--- src/hw/rtl/cutoff_polynomial_pair_correlation_macros.svh ---
// Assertion macros for the cutoff polynomial pair correlation block.
// Taken in by the RTL files that carry concurrent assertions.
`ifndef CUTOFF_POLYNOMIAL_PAIR_CORRELATION_MACROS_SVH
`define CUTOFF_POLYNOMIAL_PAIR_CORRELATION_MACROS_SVH

// Same-cycle implication, disabled during reset.
`define CPC_ASSERT_IMPLIES(lbl, ck, rs, ante, cons) \
  lbl: assert property (@(posedge ck) disable iff (rs) (ante) |-> (cons)) \
    else $error("cpc: same-cycle check failed");

// Next-cycle implication, disabled during reset.
`define CPC_ASSERT_NEXT(lbl, ck, rs, ante, cons) \
  lbl: assert property (@(posedge ck) disable iff (rs) (ante) |=> (cons)) \
    else $error("cpc: next-cycle check failed");

`endif

--- src/hw/rtl/cpc_mulsh.sv ---
// Four-stage signed multiplier: exact product, shift right by SH with the
// magnitude rounded half away from zero. Depends on nothing.
module cpc_mulsh #(
  parameter int WA = 34,
  parameter int WB = 34,
  parameter int SH = 32
) (
  input  logic                     clk,
  input  logic                     en,
  input  logic signed [WA-1:0]     a,
  input  logic signed [WB-1:0]     b,
  output logic signed [WA+WB-SH-1:0] y
);
  localparam int AL = (WA + 1) / 2;
  localparam int BL = (WB + 1) / 2;
  localparam int PW = WA + WB;
  localparam int WO = PW - SH;
  localparam logic [PW-1:0] HALF = PW'(1) << (SH - 1);

  logic          neg1, neg2, neg3;
  logic [WA-1:0] ma;
  logic [WB-1:0] mb;
  logic [PW-1:0] pp_ll, pp_lh, pp_hl, pp_hh;
  logic [PW-1:0] sum;
  logic [WO-1:0] mag;

  assign mag = sum[PW-1:SH];

  always_ff @(posedge clk) begin
    if (en) begin
      neg1  <= a[WA-1] ^ b[WB-1];
      ma    <= a[WA-1] ? (~a + 1'b1) : a;
      mb    <= b[WB-1] ? (~b + 1'b1) : b;
      neg2  <= neg1;
      pp_ll <= PW'(ma[AL-1:0] * mb[BL-1:0]);
      pp_lh <= PW'(ma[AL-1:0] * mb[WB-1:BL]);
      pp_hl <= PW'(ma[WA-1:AL] * mb[BL-1:0]);
      pp_hh <= PW'(ma[WA-1:AL] * mb[WB-1:BL]);
      neg3  <= neg2;
      sum   <= pp_ll + (pp_lh << BL) + (pp_hl << AL) + (pp_hh << (AL + BL)) + HALF;
      y     <= neg3 ? (~mag + 1'b1) : mag;
    end
  end
endmodule

--- config.mk ---
export PLATFORM = sky130hd
export DESIGN_NAME = cpc_mulsh
export DESIGN_NICKNAME = d
export VERILOG_FILES = /design/src/hw/rtl/cutoff_polynomial_pair_correlation_macros.svh /design/src/hw/rtl/cpc_mulsh.sv
export SDC_FILE = /design/constraint.sdc
export NUM_CORES = 2
export LEC_CHECK = 0
export BUFFER_PORTS_ARGS = -buffer_cell sky130_fd_sc_hd__buf_2
export CORE_MARGIN = 2
export CORE_UTILIZATION = 43
export CTS_BUF_LIST = sky130_fd_sc_hd__clkbuf_4
export DETAILED_ROUTE_END_ITERATION = 10
export HOLD_SLACK_MARGIN = 0.03
export PLACE_DENSITY = 0.68
export REMOVE_ABC_BUFFERS = 1
export SLEW_MARGIN = 20
export SYNTH_ARGS = -nofsm -noshare
export SYNTH_HDL_FRONTEND = slang
export SYNTH_SLANG_ARGS = --single-unit
--- constraint.sdc ---
create_clock -name clk -period 9.4 [get_ports clk]
set_input_delay 1.41 -clock clk [delete_from_list [all_inputs] [get_ports clk]]
set_output_delay 1.41 -clock clk [all_outputs]
set_load 0.05 [all_outputs]
==> flow_summary.json <==
{
  "post_synth_num_cell_types": 63,
  "postCtsSetupRepairBufs": 0,
  "period_share_pct": 77.8,
  "max_clock_freq_mhz": 137,
  "outcome": "complete, no violations",
  "topRoutingLayerUsed": "met5",
  "drt-initial-drc-count": 2380,
  "cts.sinks": 262,
  "maxCapViolCount": 0,
  "async_flop_share_pct": 0,
  "ctsHoldBuffers": 0,
  "syn_area_per_cell_um2": 9.71,
  "cp_top_family": "adder cells",
  "crit_fanout": 19,
  "drive_above_1_share_pct": 6.31,
  "clk_latency_ns": 1.05,
  "finalMaxSlewViolations": 0,
  "cts.clk_slew.worst_paths_ns": 0.06,
  "cp.required_ns": 10.16,
  "multi_input_comb_area_mm2": 0.0365,
  "clock_path_buffers": 3,
  "groute.usage.overall_pct": 22.4,
  "antenna_found_initial": 10,
  "grt_max_degree": 76,
  "fin_crit_ns": 7.31,
  "yosysSeqAreaShare_pct": 15.9,
  "crit_top_cell": "fa_1",
  "synth_top_area_cell": "fa_1",
  "synth_area_mm2": 0.0494,
  "post_drt_wl_per_cell_um": 18.6,
  "gr-total-overflow": 0,
  "postRouteAntennaNets": 0,
  "drc": 0,
  "arrival_ns": 8.08,
  "regArea_mm2": 0.00787,
  "ys_ff_latch": 262,
  "cpMaxStageDelayCell": "edfxtp_1",
  "row_count": 124,
  "cts_tree": "built",
  "yosysWarningCount": 0,
  "worstMarginPinSlew_ns": 1.13,
  "grt_first_pass_wirelength_um": 203000,
  "avgViaCountPerCell": 5.19,
  "relSlewSlack_pct": 25.0,
  "synthToLayoutAreaGrowth_pct": 6.54,
  "synthDominantCellAreaShare_pct": 37.6,
  "crit_chain": "buf_4, nand2_1, fa_1, inv_1, fa_1, ha_1, fa_1, fa_1, inv_1, fa_1, inv_1, ha_1, nand3_1, nor2_1, o311ai_0, a311oi_1, a21oi_1, o21bai_1, a31oi_1, mux2i_1, a221oi_1",
  "netlist_top_cells_area": "fa_1 (38%), edfxtp_1 (16%), ha_1 (13%), inv_1 (8.4%), and2_1 (6.4%)",
  "fp.dieArea_mm2": 0.118,
  "die_h_um": 343,
  "num_vias": 34786,
  "drt_pass1_iterations": 6,
  "fillers": 10740,
  "ys.flop_type": "edfxtp_1",
  "gp_congestion": 0.876,
  "end_kind": "register",
  "critPathKind": "register to register",
  "grt_pass1_vias": 37464,
  "cts_buffers": 80,
  "fp.dieW_um": 343,
  "finClkSkew_ns": 0.130,
  "dr_wl_met2_um": 59700,
  "yosysMostFrequentCell": "inv_1",
  "wl_met3_um": 8890,
  "critPathBufInv": 4,
  "fin_tns_setup_ns": 0,
  "syn_inst": 5083,
  "ys_top_cells_by_count": "inv_1 (1,110), fa_1 (927), nand2_1 (729)",
  "rsz0062_at_grt": "false",
  "drt-total-wl_um": 125000,
  "final_nets": 6627,
  "min-delay-start": "neg2",
  "initial_core_util_pct": 43.3,
  "synth-edff-count": 262,
  "hold_path.class": "register to register",
  "final-hold-violation-count": 0,
  "dp_hpwl_um": 96400,
  "cts.repair.resized": 0,
  "crit_start": "ma[23]",
  "slowest_delay_ns": 0.99,
  "setup_viol": 0,
  "coreArea_mm2": 0.114,
  "startpoint_type": "register",
  "io_pins": 106,
  "wl_met1_um": 49900,
  "timing.rr.start": "ma[23]",
  "cts_root_buffer": "clkbuf_4",
  "htreeDepth": 3,
  "portBuffers": 105
}
[kinds of logic (layout without fill, tap and decap cells)]
group | Yosys count | count (layout) | share of synthesized area (%)
buf+inv | 1333 | 1433 | 10.1
xor+xnor | 238 | 238 | 4.22
compound gates | 369 | 369 | 4.90
mux | 1 | 1 | 0.0203
other cells | 0 | 3 | 0
simple gates | 1453 | 1453 | 14.5
flops | 262 | 262 | 15.9
fa+ha+maj | 1427 | 1427 | 50.3
[state kept, by name, indices dropped and copies added, names as in the netlist]
| register | flops |
|---|---|
| pp_hh | 34 |
| neg3 | 1 |
| mb | 34 |
| ma | 34 |
| pp_lh | 34 |
| sum | 36 |
| pp_hl | 34 |
| neg2 | 1 |
| neg1 | 1 |
| y | 36 |
| pp_ll | 17 |
[metrics by stage]
| stage | instances | setup WS [ns] | utilization [%] | hold slack (ns) | cell area [um2] |
|---|---|---|---|---|---|
| final | 6698 | 2.09 | 46.1 | 0.360 | 52600 |
| after global routing | 6697 | 1.56 | 46.1 | 0.374 | 52600 |
| after CTS | 6694 | 2.13 | 46.1 | 0.358 | 52600 |
| after detailed placement | 6559 | 2.03 | 45.2 | 0.430 | 51600 |
| after global placement | 6559 | 2.02 | 45.2 | 0.417 | 51600 |
| after floorplan | 4860 | 2.78 | - | 0.400 | 48500 |
[path summary, 6_finish.rpt]
| path | endpoint | slack (ns) | depth (start not counted) |
|---|---|---|---|
| hold / removal | neg3 | 0.36 | 0 |
| setup reg to reg | pp_hh[33] | 2.09 | 21 |
| setup / recovery | pp_hh[33] | 2.09 | 21 |
| hold reg to reg | neg3 | 0.36 | 0 |
[area by class of cell]
class	count	share of cell area, %
diodes	3	0.0143
clock buffers	98	1.40
clock inverters	37	0.481
inverters	1110	7.92
multi-input cells	3488	69.4
flip-flops and latches	262	15.0
well taps	1512	3.60
repair buffers	188	2.24
[metal layers]
layer  up-vias  track usage [%]
li1      15583                -
met5         -                0
met2      1198             37.5
met3       285             3.82
met4         4             10.7
met1     17716             28.1
[cells in the final DEF, fill, tap and decap left out, types with 13 or more instances in the layout]
| master | instances |
|---|---|
| a21o_1 | 58 |
| clkinv_1 | 20 |
| o31ai_1 | 26 |
| inv_1 | 1110 |
| o21a_1 | 14 |
| o21ai_0 | 80 |
| nand2b_1 | 16 |
| o21bai_1 | 14 |
| a21oi_1 | 102 |
| fa_1 | 927 |
| and3_1 | 20 |
| nand3_1 | 24 |
| xnor2_1 | 197 |
| nand2_1 | 729 |
| nor2b_1 | 13 |
| clkbuf_4 | 98 |
| xor2_1 | 41 |
| nor3_1 | 17 |
| or4_1 | 17 |
| buf_2 | 104 |
| nor2_1 | 54 |
| ha_1 | 500 |
| edfxtp_1 | 262 |
| o41ai_1 | 15 |
| or3_1 | 14 |
| buf_4 | 82 |
| and2_1 | 508 |
Power is left out: the tool's default activity adds up to more than one toggle a clock period on the data nets, which glitch-free logic cannot reach.
